<file path="config.mk">
export PLATFORM = sky130hd
export DESIGN_NAME = wav_pcm16_parse_downmix_flat
export DESIGN_NICKNAME = d
export VERILOG_FILES = /design/src/wpd_pkg.sv /design/src/wpd_in_if.sv /design/src/wpd_out_if.sv /design/src/wpd_div.sv /design/src/wpd_dpath.sv /design/src/wpd_ctrl.sv /design/src/wav_pcm16_parse_downmix.sv /design/src/flat_wrapper.sv
export SDC_FILE = /design/constraint.sdc
export NUM_CORES = 1
export LEC_CHECK = 0
export BUFFER_PORTS_ARGS = -buffer_cell sky130_fd_sc_hd__buf_2
export CORE_AREA = 4 4 194 196
export CTS_BUF_LIST = sky130_fd_sc_hd__clkbuf_8
export CTS_CLUSTER_DIAMETER = 120
export DETAILED_ROUTE_END_ITERATION = 7
export DIE_AREA = 0 0 198 200
export GPL_TIMING_DRIVEN = 0
export HOLD_SLACK_MARGIN = 0.08
export MAX_ROUTING_LAYER = met4
export PLACE_DENSITY_LB_ADDON = 0.25
export SLEW_MARGIN = 25
export SYNTH_ARGS = -nofsm -noshare
export SYNTH_HDL_FRONTEND = slang
export SYNTH_SLANG_ARGS = --single-unit
</file>
<file path="constraint.sdc">
create_clock -name clk -period 17.6 [get_ports clk]
set_input_delay 3.52 -clock clk [delete_from_list [all_inputs] [get_ports clk]]
set_output_delay 3.52 -clock clk [all_outputs]
set_load 0.05 [all_outputs]
</file>
<file path="src/wpd_pkg.sv">
// ----------------------------------------------------------------------------
// wpd_pkg
// Shared types and constants of the WAV PCM16 parser and mono downmix.
// ----------------------------------------------------------------------------
package wpd_pkg;

  localparam int SAMPLE_W = 16;

  // Chunk tags as they read after four bytes are shifted in little-endian.
  localparam logic [31:0] TAG_RIFF = 32'h4646_4952;
  localparam logic [31:0] TAG_WAVE = 32'h4556_4157;
  localparam logic [31:0] TAG_FMT  = 32'h2074_6d66;
  localparam logic [31:0] TAG_DATA = 32'h6174_6164;

  localparam logic [15:0] FMT_PCM      = 16'd1;
  localparam logic [15:0] FMT_BITS_16  = 16'd16;
  localparam logic [31:0] FMT_MIN_LEN  = 32'd16;

  // Byte offsets inside the RIFF header, the chunk header and the fmt body.
  localparam logic [31:0] RIFF_TAG_END  = 32'd3;
  localparam logic [31:0] RIFF_WAVE_END = 32'd11;
  localparam logic [31:0] HDR_TAG_LEN   = 32'd4;
  localparam logic [31:0] HDR_LAST      = 32'd7;
  localparam logic [31:0] FMT_TAG_LO    = 32'd0;
  localparam logic [31:0] FMT_TAG_HI    = 32'd1;
  localparam logic [31:0] FMT_CHAN_LO   = 32'd2;
  localparam logic [31:0] FMT_CHAN_HI   = 32'd3;
  localparam logic [31:0] FMT_RATE_LO   = 32'd4;
  localparam logic [31:0] FMT_RATE_HI   = 32'd7;
  localparam logic [31:0] FMT_BITS_LO   = 32'd14;
  localparam logic [31:0] FMT_BITS_HI   = 32'd15;

  localparam logic [2:0] ST_OK         = 3'd0;
  localparam logic [2:0] ST_NOT_WAVE   = 3'd1;
  localparam logic [2:0] ST_BAD_FORMAT = 3'd2;
  localparam logic [2:0] ST_MISSING    = 3'd3;
  localparam logic [2:0] ST_DATA_FIRST = 3'd4;

  localparam logic RK_SAMPLE = 1'b0;
  localparam logic RK_STATUS = 1'b1;

  typedef struct packed {
    logic take_byte;
    logic div_start;
    logic load_sample;
    logic sample_last;
    logic load_status;
  } wpd_cmd_t;

  typedef struct packed {
    logic frame_done;
    logic div_done;
  } wpd_sts_t;

endpackage

</file>
<file path="src/wpd_in_if.sv">
// ----------------------------------------------------------------------------
// wpd_in_if
// Byte channel into the parser: each item carries at most one file byte and may mark the end of the file.
// ----------------------------------------------------------------------------
interface wpd_in_if;
  logic       valid;
  logic       ready;
  logic [7:0] byte_value;
  logic       byte_valid;
  logic       end_of_file;

  modport source (output valid, output byte_value, output byte_valid,
                  output end_of_file, input ready);
  modport sink   (input valid, input byte_value, input byte_valid,
                  input end_of_file, output ready);
endinterface

</file>
<file path="src/wpd_out_if.sv">
// ----------------------------------------------------------------------------
// wpd_out_if
// Result channel: mono samples and the final file status.
// ----------------------------------------------------------------------------
interface wpd_out_if;
  logic               valid;
  logic               ready;
  logic               result_kind;
  logic signed [15:0] mono_sample;
  logic [2:0]         status_code;
  logic [31:0]        rate_hz;
  logic [15:0]        channel_count;
  logic               last_of_run;

  modport source (output valid, output result_kind, output mono_sample,
                  output status_code, output rate_hz, output channel_count,
                  output last_of_run, input ready);
  modport sink   (input valid, input result_kind, input mono_sample,
                  input status_code, input rate_hz, input channel_count,
                  input last_of_run, output ready);
endinterface

</file>
<file path="src/wpd_div.sv">
// ----------------------------------------------------------------------------
// wpd_div
// Signed-by-unsigned restoring divider, four quotient bits per cycle,
// quotient truncated toward zero.
// ----------------------------------------------------------------------------
module wpd_div
  import wpd_pkg::*;
#(
  parameter int SUM_W = 21,
  parameter int DIV_W = 5
) (
  input  logic                       clk,
  input  logic                       rst_n,
  input  logic                       start,
  input  logic signed [SUM_W-1:0]    dividend,
  input  logic        [DIV_W-1:0]    divisor,
  output logic                       done,
  output logic signed [SAMPLE_W-1:0] quotient
);

  localparam int STEP_BITS = 4;
  localparam int STEPS     = (SUM_W + STEP_BITS - 1) / STEP_BITS;
  localparam int PAD_W     = STEPS * STEP_BITS;
  localparam int CNT_W     = (STEPS > 1) ? $clog2(STEPS) : 1;

  logic             busy_r, busy_nxt;
  logic             done_r, done_nxt;
  logic [CNT_W-1:0] cnt_r, cnt_nxt;
  logic             neg_r, neg_nxt;
  logic [DIV_W-1:0] dsr_r, dsr_nxt;
  logic [PAD_W-1:0] dvd_r, dvd_nxt;
  logic [PAD_W-1:0] quo_r, quo_nxt;
  logic [DIV_W:0]   rem_r, rem_nxt;

  logic [DIV_W:0]   rem_v;
  logic [DIV_W:0]   shl_v;
  logic [PAD_W-1:0] dvd_v;
  logic [PAD_W-1:0] quo_v;
  logic [SUM_W-1:0] abs_v;
  logic [SAMPLE_W-1:0] mag;

  always_comb begin
    rem_v = rem_r;
    dvd_v = dvd_r;
    quo_v = quo_r;
    shl_v = '0;
    for (int i = 0; i < STEP_BITS; i++) begin
      shl_v = {rem_v[DIV_W-1:0], dvd_v[PAD_W-1]};
      dvd_v = {dvd_v[PAD_W-2:0], 1'b0};
      if (shl_v >= {1'b0, dsr_r}) begin
        rem_v = shl_v - {1'b0, dsr_r};
        quo_v = {quo_v[PAD_W-2:0], 1'b1};
      end else begin
        rem_v = shl_v;
        quo_v = {quo_v[PAD_W-2:0], 1'b0};
      end
    end
  end

  assign abs_v = dividend[SUM_W-1] ? (~dividend + 1'b1) : dividend;

  always_comb begin
    busy_nxt = busy_r;
    done_nxt = 1'b0;
    cnt_nxt  = cnt_r;
    neg_nxt  = neg_r;
    dsr_nxt  = dsr_r;
    dvd_nxt  = dvd_r;
    quo_nxt  = quo_r;
    rem_nxt  = rem_r;
    if (start) begin
      busy_nxt = 1'b1;
      cnt_nxt  = CNT_W'(STEPS - 1);
      neg_nxt  = dividend[SUM_W-1];
      dsr_nxt  = divisor;
      dvd_nxt  = PAD_W'(abs_v);
      quo_nxt  = '0;
      rem_nxt  = '0;
    end else if (busy_r) begin
      dvd_nxt = dvd_v;
      quo_nxt = quo_v;
      rem_nxt = rem_v;
      cnt_nxt = cnt_r - 1'b1;
      if (cnt_r == '0) begin
        busy_nxt = 1'b0;
        done_nxt = 1'b1;
      end
    end
  end

  always_ff @(posedge clk) begin
    if (!rst_n) begin
      busy_r <= 1'b0;
      done_r <= 1'b0;
    end else begin
      busy_r <= busy_nxt;
      done_r <= done_nxt;
    end
    cnt_r <= cnt_nxt;
    neg_r <= neg_nxt;
    dsr_r <= dsr_nxt;
    dvd_r <= dvd_nxt;
    quo_r <= quo_nxt;
    rem_r <= rem_nxt;
  end

  assign mag      = quo_r[SAMPLE_W-1:0];
  assign quotient = neg_r ? $signed(~mag + 1'b1) : $signed(mag);
  assign done     = done_r;

endmodule

</file>
<file path="src/wpd_dpath.sv">
// ----------------------------------------------------------------------------
// wpd_dpath
// Byte parser registers, frame accumulator, divider and result register.
// ----------------------------------------------------------------------------
module wpd_dpath
  import wpd_pkg::*;
#(
  parameter int MAX_CHANNELS = 8,
  parameter int SUM_W        = 21,
  parameter int DIV_W        = 5,
  parameter int POS_W        = 3
) (
  input  logic                       clk,
  input  logic                       rst_n,
  input  wpd_cmd_t                   cmd,
  output wpd_sts_t                   sts,
  input  logic [7:0]                 byte_value,
  output logic                       result_kind,
  output logic signed [SAMPLE_W-1:0] mono_sample,
  output logic [2:0]                 status_code,
  output logic [31:0]                rate_hz,
  output logic [15:0]                channel_count,
  output logic                       last_of_run
);

  typedef enum logic [6:0] {
    PH_RIFF = 7'b000_0001,
    PH_HDR  = 7'b000_0010,
    PH_FMT  = 7'b000_0100,
    PH_DATA = 7'b000_1000,
    PH_SKIP = 7'b001_0000,
    PH_PAD  = 7'b010_0000,
    PH_DONE = 7'b100_0000
  } phase_t;

  phase_t                   phase_r, phase_nxt;
  logic [31:0]              count_r, count_nxt;
  logic [31:0]              len_r, len_nxt;
  logic [31:0]              tag_r, tag_nxt;
  logic [15:0]              ftag_r, ftag_nxt;
  logic [15:0]              chan_r, chan_nxt;
  logic [31:0]              rate_r, rate_nxt;
  logic [15:0]              bits_r, bits_nxt;
  logic                     have_fmt_r, have_fmt_nxt;
  logic                     have_smp_r, have_smp_nxt;
  logic signed [SUM_W-1:0]  sum_r, sum_nxt;
  logic [POS_W-1:0]         pos_r, pos_nxt;
  logic [7:0]               low_r, low_nxt;
  logic [2:0]               code_r, code_nxt;

  logic                       okind_r;
  logic signed [SAMPLE_W-1:0] osmp_r;
  logic [2:0]                 ocode_r;
  logic [31:0]                orate_r;
  logic [15:0]                ochan_r;
  logic                       olast_r;

  logic [31:0]              cnt_inc;
  logic [31:0]              tag_shift;
  logic [31:0]              len_shift;
  logic signed [15:0]       raw_smp;
  logic signed [SUM_W-1:0]  sum_add;
  logic                     frame_end;
  logic                     fmt_bad;
  logic [15:0]              ftag_f;
  logic [15:0]              chan_f;
  logic [15:0]              bits_f;
  logic [31:0]              rate_f;
  logic [2:0]               final_code;
  logic signed [SAMPLE_W-1:0] div_q;
  logic                     div_done;

  assign cnt_inc   = count_r + 32'd1;
  assign tag_shift = {byte_value, tag_r[31:8]};
  assign len_shift = {byte_value, len_r[31:8]};
  assign raw_smp   = $signed({byte_value, low_r});
  assign sum_add   = sum_r + SUM_W'(raw_smp);
  assign frame_end = (16'(pos_r) == (chan_r - 16'd1));

  assign sts.frame_done = (phase_r == PH_DATA) && count_r[0] && frame_end;
  assign sts.div_done   = div_done;

  // fmt fields as they stand once the current byte is stored.
  always_comb begin
    ftag_f = ftag_r;
    chan_f = chan_r;
    bits_f = bits_r;
    rate_f = rate_r;
    if (count_r == FMT_TAG_LO) ftag_f = {8'h00, byte_value};
    if (count_r == FMT_TAG_HI) ftag_f = {byte_value, ftag_r[7:0]};
    if (count_r == FMT_CHAN_LO) chan_f = {8'h00, byte_value};
    if (count_r == FMT_CHAN_HI) chan_f = {byte_value, chan_r[7:0]};
    if (count_r >= FMT_RATE_LO && count_r <= FMT_RATE_HI) rate_f = {byte_value, rate_r[31:8]};
    if (count_r == FMT_BITS_LO) bits_f = {8'h00, byte_value};
    if (count_r == FMT_BITS_HI) bits_f = {byte_value, bits_r[7:0]};
  end

  assign fmt_bad = (ftag_f != FMT_PCM) || (bits_f != FMT_BITS_16) ||
                   (chan_f == 16'd0) || (chan_f > 16'(MAX_CHANNELS));

  always_comb begin
    phase_nxt    = phase_r;
    count_nxt    = count_r;
    len_nxt      = len_r;
    tag_nxt      = tag_r;
    ftag_nxt     = ftag_r;
    chan_nxt     = chan_r;
    rate_nxt     = rate_r;
    bits_nxt     = bits_r;
    have_fmt_nxt = have_fmt_r;
    have_smp_nxt = have_smp_r;
    sum_nxt      = sum_r;
    pos_nxt      = pos_r;
    low_nxt      = low_r;
    code_nxt     = code_r;

    if (cmd.load_status) begin
      // The file is finished: everything returns to its reset value.
      phase_nxt    = PH_RIFF;
      count_nxt    = '0;
      len_nxt      = '0;
      tag_nxt      = '0;
      ftag_nxt     = '0;
      chan_nxt     = '0;
      rate_nxt     = '0;
      bits_nxt     = '0;
      have_fmt_nxt = 1'b0;
      have_smp_nxt = 1'b0;
      sum_nxt      = '0;
      pos_nxt      = '0;
      low_nxt      = '0;
      code_nxt     = ST_OK;
    end else if (cmd.take_byte) begin
      unique case (phase_r)
        PH_RIFF: begin
          tag_nxt   = tag_shift;
          count_nxt = cnt_inc;
          if (count_r == RIFF_TAG_END && tag_shift != TAG_RIFF) begin
            code_nxt  = ST_NOT_WAVE;
            phase_nxt = PH_DONE;
          end else if (count_r == RIFF_WAVE_END) begin
            if (tag_shift != TAG_WAVE) begin
              code_nxt  = ST_NOT_WAVE;
              phase_nxt = PH_DONE;
            end else begin
              phase_nxt = PH_HDR;
              count_nxt = '0;
            end
          end
        end
        PH_HDR: begin
          if (count_r < HDR_TAG_LEN) tag_nxt = tag_shift;
          else len_nxt = len_shift;
          count_nxt = cnt_inc;
          if (count_r == HDR_LAST) begin
            count_nxt = '0;
            if (tag_r == TAG_FMT) begin
              // An empty fmt chunk is short at once.
              if (len_shift == '0) begin
                code_nxt  = ST_MISSING;
                phase_nxt = PH_DONE;
              end else begin
                phase_nxt = PH_FMT;
              end
            end else if (tag_r == TAG_DATA) begin
              if (!have_fmt_r) begin
                code_nxt  = ST_DATA_FIRST;
                phase_nxt = PH_DONE;
              end else begin
                sum_nxt = '0;
                pos_nxt = '0;
                if (len_shift == '0) begin
                  have_smp_nxt = 1'b1;
                  phase_nxt    = PH_DONE;
                end else begin
                  phase_nxt = PH_DATA;
                end
              end
            end else begin
              phase_nxt = (len_shift == '0) ? PH_HDR : PH_SKIP;
            end
          end
        end
        PH_FMT: begin
          ftag_nxt  = ftag_f;
          chan_nxt  = chan_f;
          bits_nxt  = bits_f;
          rate_nxt  = rate_f;
          count_nxt = cnt_inc;
          if (cnt_inc == len_r) begin
            if (len_r < FMT_MIN_LEN) begin
              code_nxt  = ST_MISSING;
              phase_nxt = PH_DONE;
            end else if (fmt_bad) begin
              have_fmt_nxt = 1'b0;
              code_nxt     = ST_BAD_FORMAT;
              phase_nxt    = PH_DONE;
            end else begin
              have_fmt_nxt = 1'b1;
              phase_nxt    = len_r[0] ? PH_PAD : PH_HDR;
              count_nxt    = '0;
            end
          end
        end
        PH_DATA: begin
          if (!count_r[0]) begin
            low_nxt = byte_value;
          end else if (frame_end) begin
            sum_nxt = '0;
            pos_nxt = '0;
          end else begin
            sum_nxt = sum_add;
            pos_nxt = pos_r + 1'b1;
          end
          count_nxt = cnt_inc;
          if (cnt_inc == len_r) begin
            have_smp_nxt = 1'b1;
            phase_nxt    = PH_DONE;
          end
        end
        PH_SKIP: begin
          count_nxt = cnt_inc;
          if (cnt_inc == len_r) begin
            phase_nxt = len_r[0] ? PH_PAD : PH_HDR;
            count_nxt = '0;
          end
        end
        PH_PAD: begin
          phase_nxt = PH_HDR;
          count_nxt = '0;
        end
        PH_DONE: begin
        end
        default: begin
        end
      endcase
    end
  end

  always_ff @(posedge clk) begin
    if (!rst_n) begin
      phase_r    <= PH_RIFF;
      count_r    <= '0;
      len_r      <= '0;
      tag_r      <= '0;
      ftag_r     <= '0;
      chan_r     <= '0;
      rate_r     <= '0;
      bits_r     <= '0;
      have_fmt_r <= 1'b0;
      have_smp_r <= 1'b0;
      sum_r      <= '0;
      pos_r      <= '0;
      low_r      <= '0;
      code_r     <= ST_OK;
    end else begin
      phase_r    <= phase_nxt;
      count_r    <= count_nxt;
      len_r      <= len_nxt;
      tag_r      <= tag_nxt;
      ftag_r     <= ftag_nxt;
      chan_r     <= chan_nxt;
      rate_r     <= rate_nxt;
      bits_r     <= bits_nxt;
      have_fmt_r <= have_fmt_nxt;
      have_smp_r <= have_smp_nxt;
      sum_r      <= sum_nxt;
      pos_r      <= pos_nxt;
      low_r      <= low_nxt;
      code_r     <= code_nxt;
    end
  end

  wpd_div #(
    .SUM_W (SUM_W),
    .DIV_W (DIV_W)
  ) u_div (
    .clk      (clk),
    .rst_n    (rst_n),
    .start    (cmd.div_start),
    .dividend (sum_add),
    .divisor  (chan_r[DIV_W-1:0]),
    .done     (div_done),
    .quotient (div_q)
  );

  assign final_code = (code_r != ST_OK) ? code_r :
                      (have_fmt_r && have_smp_r) ? ST_OK : ST_MISSING;

  always_ff @(posedge clk) begin
    if (cmd.load_sample) begin
      okind_r <= RK_SAMPLE;
      osmp_r  <= div_q;
      ocode_r <= ST_OK;
      orate_r <= '0;
      ochan_r <= '0;
      olast_r <= cmd.sample_last;
    end else if (cmd.load_status) begin
      okind_r <= RK_STATUS;
      osmp_r  <= '0;
      ocode_r <= final_code;
      orate_r <= rate_r;
      ochan_r <= chan_r;
      olast_r <= 1'b1;
    end
  end

  assign result_kind   = okind_r;
  assign mono_sample   = osmp_r;
  assign status_code   = ocode_r;
  assign rate_hz       = orate_r;
  assign channel_count = ochan_r;
  assign last_of_run   = olast_r;

endmodule

</file>
<file path="src/wpd_ctrl.sv">
// ----------------------------------------------------------------------------
// wpd_ctrl
// Sequencer: takes items, runs the divider on frame ends and hands the
// sample and status results to the output register.
// ----------------------------------------------------------------------------
module wpd_ctrl
  import wpd_pkg::*;
(
  input  logic     clk,
  input  logic     rst_n,
  input  logic     in_valid,
  input  logic     in_byte_valid,
  input  logic     in_end_of_file,
  output logic     in_ready,
  input  logic     out_ready,
  output logic     out_valid,
  output wpd_cmd_t cmd,
  input  wpd_sts_t sts
);

  typedef enum logic [3:0] {
    S_IDLE   = 4'b0001,
    S_DIV    = 4'b0010,
    S_SAMPLE = 4'b0100,
    S_STATUS = 4'b1000
  } state_t;

  state_t state_r, state_nxt;
  logic   eof_r, eof_nxt;
  logic   ovalid_r, ovalid_nxt;
  logic   accept;
  logic   out_free;

  assign in_ready  = (state_r == S_IDLE);
  assign accept    = in_valid && in_ready;
  assign out_free  = !ovalid_r || out_ready;
  assign out_valid = ovalid_r;

  always_comb begin
    state_nxt       = state_r;
    eof_nxt         = eof_r;
    cmd.take_byte   = accept && in_byte_valid;
    cmd.div_start   = 1'b0;
    cmd.load_sample = 1'b0;
    cmd.sample_last = !eof_r;
    cmd.load_status = 1'b0;

    unique case (state_r)
      S_IDLE: begin
        if (accept) begin
          eof_nxt = in_end_of_file;
          if (in_byte_valid && sts.frame_done) begin
            cmd.div_start = 1'b1;
            state_nxt     = S_DIV;
          end else if (in_end_of_file) begin
            state_nxt = S_STATUS;
          end
        end
      end
      S_DIV: begin
        if (sts.div_done) state_nxt = S_SAMPLE;
      end
      S_SAMPLE: begin
        if (out_free) begin
          cmd.load_sample = 1'b1;
          state_nxt       = eof_r ? S_STATUS : S_IDLE;
        end
      end
      S_STATUS: begin
        if (out_free) begin
          cmd.load_status = 1'b1;
          state_nxt       = S_IDLE;
        end
      end
      default: state_nxt = S_IDLE;
    endcase
  end

  always_comb begin
    ovalid_nxt = ovalid_r;
    if (cmd.load_sample || cmd.load_status) ovalid_nxt = 1'b1;
    else if (out_ready) ovalid_nxt = 1'b0;
  end

  always_ff @(posedge clk) begin
    if (!rst_n) begin
      state_r  <= S_IDLE;
      eof_r    <= 1'b0;
      ovalid_r <= 1'b0;
    end else begin
      state_r  <= state_nxt;
      eof_r    <= eof_nxt;
      ovalid_r <= ovalid_nxt;
    end
  end

endmodule

</file>
<file path="src/wav_pcm16_parse_downmix.sv">
// Timing: a frame-ending byte starts the divider (a 4-bit-per-cycle divider), and
// its sample passes through S_DIV and S_SAMPLE into the output register; an
// end-of-file item gives its status after that sample, or after itself.
// Throughput: one byte per cycle while in S_IDLE; no item is taken while a frame end
// or an end of file is processed, nor while the output register waits on the sink.
// Synchronous reset (rst_n low) restarts the parser and empties the output register.
// ----------------------------------------------------------------------------
// wav_pcm16_parse_downmix
// Streaming RIFF/WAVE PCM16 parser with a channel-average mono downmix.
// ----------------------------------------------------------------------------
module wav_pcm16_parse_downmix
  import wpd_pkg::*;
#(
  parameter int MAX_CHANNELS = 8
) (
  input  logic         clk,
  input  logic         rst_n,
  wpd_in_if.sink       in_ch,
  wpd_out_if.source    out_ch
);

  localparam int SUM_W = SAMPLE_W + $clog2(MAX_CHANNELS) + 1;
  localparam int DIV_W = $clog2(MAX_CHANNELS + 1);
  localparam int POS_W = (MAX_CHANNELS > 1) ? $clog2(MAX_CHANNELS) : 1;

  wpd_cmd_t cmd;
  wpd_sts_t sts;

  wpd_ctrl u_ctrl (
    .clk            (clk),
    .rst_n          (rst_n),
    .in_valid       (in_ch.valid),
    .in_byte_valid  (in_ch.byte_valid),
    .in_end_of_file (in_ch.end_of_file),
    .in_ready       (in_ch.ready),
    .out_ready      (out_ch.ready),
    .out_valid      (out_ch.valid),
    .cmd            (cmd),
    .sts            (sts)
  );

  wpd_dpath #(
    .MAX_CHANNELS (MAX_CHANNELS),
    .SUM_W        (SUM_W),
    .DIV_W        (DIV_W),
    .POS_W        (POS_W)
  ) u_dpath (
    .clk           (clk),
    .rst_n         (rst_n),
    .cmd           (cmd),
    .sts           (sts),
    .byte_value    (in_ch.byte_value),
    .result_kind   (out_ch.result_kind),
    .mono_sample   (out_ch.mono_sample),
    .status_code   (out_ch.status_code),
    .rate_hz       (out_ch.rate_hz),
    .channel_count (out_ch.channel_count),
    .last_of_run   (out_ch.last_of_run)
  );

endmodule

</file>
<file path="src/flat_wrapper.sv">
// flat-port wrapper written by rule: the top's interface ports become plain ports
module wav_pcm16_parse_downmix_flat import wpd_pkg::*;
#(
  parameter int MAX_CHANNELS = 8
)
  (clk, rst_n, in_ch_valid, in_ch_byte_value, in_ch_byte_valid, in_ch_end_of_file, in_ch_ready, out_ch_valid, out_ch_result_kind, out_ch_mono_sample, out_ch_status_code, out_ch_rate_hz, out_ch_channel_count, out_ch_last_of_run, out_ch_ready);
  wpd_in_if in_ch_i ();
  wpd_out_if out_ch_i ();
  input  logic clk;
  input  logic rst_n;
  input wire logic [$bits(in_ch_i.valid)-1:0] in_ch_valid;
  input wire logic [$bits(in_ch_i.byte_value)-1:0] in_ch_byte_value;
  input wire logic [$bits(in_ch_i.byte_valid)-1:0] in_ch_byte_valid;
  input wire logic [$bits(in_ch_i.end_of_file)-1:0] in_ch_end_of_file;
  output wire logic [$bits(in_ch_i.ready)-1:0] in_ch_ready;
  output wire logic [$bits(out_ch_i.valid)-1:0] out_ch_valid;
  output wire logic [$bits(out_ch_i.result_kind)-1:0] out_ch_result_kind;
  output wire logic [$bits(out_ch_i.mono_sample)-1:0] out_ch_mono_sample;
  output wire logic [$bits(out_ch_i.status_code)-1:0] out_ch_status_code;
  output wire logic [$bits(out_ch_i.rate_hz)-1:0] out_ch_rate_hz;
  output wire logic [$bits(out_ch_i.channel_count)-1:0] out_ch_channel_count;
  output wire logic [$bits(out_ch_i.last_of_run)-1:0] out_ch_last_of_run;
  input wire logic [$bits(out_ch_i.ready)-1:0] out_ch_ready;
  assign in_ch_i.valid = in_ch_valid;
  assign in_ch_i.byte_value = in_ch_byte_value;
  assign in_ch_i.byte_valid = in_ch_byte_valid;
  assign in_ch_i.end_of_file = in_ch_end_of_file;
  assign in_ch_ready = in_ch_i.ready;
  assign out_ch_valid = out_ch_i.valid;
  assign out_ch_result_kind = out_ch_i.result_kind;
  assign out_ch_mono_sample = out_ch_i.mono_sample;
  assign out_ch_status_code = out_ch_i.status_code;
  assign out_ch_rate_hz = out_ch_i.rate_hz;
  assign out_ch_channel_count = out_ch_i.channel_count;
  assign out_ch_last_of_run = out_ch_i.last_of_run;
  assign out_ch_i.ready = out_ch_ready;
  wav_pcm16_parse_downmix #(.MAX_CHANNELS(MAX_CHANNELS)) u_core (.clk(clk), .rst_n(rst_n), .in_ch(in_ch_i), .out_ch(out_ch_i));
endmodule
</file>
==> metrics <==
Die Width=between 150 and 200 um; Synth area leaders=dfxtp_1 (34%), nand2_1 (9.3%), edfxtp_1 (7.1%); CTS sink cnt=344; synthesized instance count=2212; outcome=finished, final reports clean; final std cells w/o fill=about 2900; Mapped Nets=2276; Hold Vio Cnt, Final=0; synth warn=0; Worst Setup Slack post-DPL=around 10 ns; Crit path largest cell delay=about 0.73 ns; Final nets=2418; cts hold-fix bufs=0; Seq pwr share=45.7%; Crit Path Class=reg2reg; placed cell area=18900 um2; CP endpoint kind=register; synthesis-to-finish area growth=12.4%; top-area cell type share of the netlist area=33.9%; H-Tree Depth=2; via count=16500; measured slew at the worst slew-check pin=1.07 ns; gr usage total=about 27%; CTS root buffer=clkbuf_8; CP Data Arrival Time=around 8.2 ns; Reg clk slew, reported paths=~0.060 ns; Slew HR=27.7%; Max FO, Critical Path=7; Starting Density=49.5%; type of origin of the critical path=register; placed insts=2763; die height=200 um; combinational share of power=12.5%; Core Area=36100 um2; total die area=39600 um2; CP Data Required Time=18.19 ns; Seq/Total Area, Yosys=roughly two fifths; Routed Antenna Nets=0; sw frac=27.8%; final WL=53600 um; cell area after synthesis=about 18000 um2; GPL Wtd Cong=0.954; CTS tree=built; Post-DP HPWL=39500 um; Max Slew Vio Count=0; Post-synth top flop=dfxtp_1; Synth area leader=dfxtp_1; wire per inst=18.7 um; CTS Buffer Depth=3; Worst path slowest cell=or4b_2; post-CTS setup buffers=0; clk_skew=0.0270 ns; DR vias/cell=between 5 and 6; Internal=1290 uW; Distinct cells, synth=84; vias in the first global route=15600; Residual DRC=0; drt first pass iters=6; worst path setup slack after routing=9.97 ns; Final Critical Period=7.63 ns; clock buffer count from CTS=57; Std-Cell Rows=70; clk_lat worst skew=0.66 ns; pin count of the biggest net entering global routing=21; synthesized flop and latch total=344; Achievable Freq=131 MHz; Hold Path Class=reg2reg; unrepaired setup endpoints after global routing=no; Post-synth EDFFs=42; first-pass GRT wire length=84000 um; CTS resizes=0; fin crit share=43.3%; initial antenna violation count=0; syn_area_per_cell=8.07 um2; diode count=0; TNS Setup=0 ns; DR iter-0 viols=1382; grt ovf=0; Port-buffer cells=83; IO Pins=between 80 and 90; Power Density=just under 90 nW/um2; ratio of cells with drive above 1 in the final layout=9.61%; Design Area, Final=roughly 20000 um2; leak pwr=approximately 0.0076 uW; P_sw=497 uW; ys async rst share=0%; Peak supply drop=0.0740 mV; Max Cap Violations=0; clock power share=41.8%; Final setup viols=0
## cells in the final DEF (no fill, tap or decap), types with 13 or more instances in the layout
master / n
edfxtp_1: 42
clkbuf_8: 66
a211oi_1: 14
a21o_1: 14
nor3_1: 39
clkbuf_1: 110
nor2_1: 197
nand4_1: 25
and2_1: 18
inv_1: 69
and3_1: 19
and4_1: 13
a21oi_1: 224
xor2_1: 55
dfxtp_1: 302
mux2i_1: 34
a22oi_1: 47
xnor2_1: 63
buf_2: 94
nand2b_1: 19
nand3_1: 70
nor4_1: 42
o31ai_1: 24
o21ai_0: 71
ha_1: 45
nand2_1: 443
nor2b_1: 24
or3_1: 13
## cell usage after synthesis, drive strengths merged, types with 24 or more instances
master  count
dfxtp     302
xnor2      63
o31ai      24
a21oi     225
ha         45
edfxtp     42
nor4       47
nand2     443
inv        55
clkbuf    111
nand3      70
o21ai      76
a22oi      47
nor2b      24
nand4      29
nor2      198
mux2i      34
nor3       42
xor2       55
## flip-flops by register name, indices dropped and copies added (netlist names), 20 cells and up
register and count:
u_core.u_dpath.count_r 32, u_core.u_dpath.len_r 32, u_core.u_dpath.rate_hz 32, u_core.u_dpath.rate_r 32, u_core.u_dpath.sum_r 20, u_core.u_dpath.tag_r 32
u_core.u_dpath.u_div.dvd_r 20
## cells by family (layout without fill, tap and decap cells)
logic type,Yosys count,in the layout,share of synthesized area (%)
muxes,41,41,2.35
adders and majority gates,50,50,3.72
buffers and inverters,185,367,4.12
DFF,344,344,40.9
and+or+nand+nor,988,988,26.4
AOI/OAI and AO/OA,486,486,16.6
xor gates and xnor gates,118,118,5.79
## path summary, 6_finish.rpt
kind                            slack (ns)                                    endpoint  depth (start not counted)                               startpoint
worst min-delay path                  0.45      u_core.u_dpath.rate_hz[2]$_SDFFE_PP0P_                          2   u_core.u_dpath.rate_hz[2]$_SDFFE_PP0P_
worst max register to register        9.97  u_core.u_dpath.u_div.rem_r[1]$_SDFFE_PP0P_                         28  u_core.u_dpath.u_div.dsr_r[1]$_DFFE_PP_
worst min register to register        0.45      u_core.u_dpath.rate_hz[2]$_SDFFE_PP0P_                          2   u_core.u_dpath.rate_hz[2]$_SDFFE_PP0P_
worst max-delay path                  9.97  u_core.u_dpath.u_div.rem_r[1]$_SDFFE_PP0P_                         28  u_core.u_dpath.u_div.dsr_r[1]$_DFFE_PP_
## per-layer routing
layer  GRT usage (%)  vias to the layer above  wire, um
met5               -                        -         0
met4            8.93                        0      1780
met3            4.65                      116      3510
met2            42.6                      542     24600
met1            36.3                     7792     23700
li1                -                     8041         -
## power groups by stage
stage	logic (uW)	registers [uW]	clock network [uW]
after floorplan	147	846	0
after global placement	216	835	0
after detailed placement	221	835	0
after CTS	222	818	761
after global routing	246	820	797
final	225	819	748
## per-stage QoR
| stage | utilization [%] | total power, uW | hold WS, ns |
|---|---|---|---|
| final | 55.6 | 1790 | 0.451 |
| after global routing | 55.6 | 1860 | 0.471 |
| after CTS | 55.6 | 1800 | 0.452 |
| after detailed placement | 52.3 | 1060 | 0.444 |
| after global placement | 52.2 | 1050 | 0.440 |
| after floorplan | - | 993 | 0.431 |
## worst max-delay path, delay by kind of cell (launching register included)
family	cells	cell delay, ns
AOI/OAI and AO/OA	15	3.49
adders and majority gates	4	1.25
buffers and inverters	3	0.47
DFF	1	0.47
muxes	2	0.77
and+or+nand+nor	4	1.10
## final cells by class
class	instances	area, um2
fill	3424	16000
multi-input combinational	1683	9820
sequential	344	7310
clock buffer	66	908
tap	468	586
buffer	130	529
timing repair buffer	83	415
clock inverter	33	280
inverter	55	206
Power figures use the tool's default switching activity.
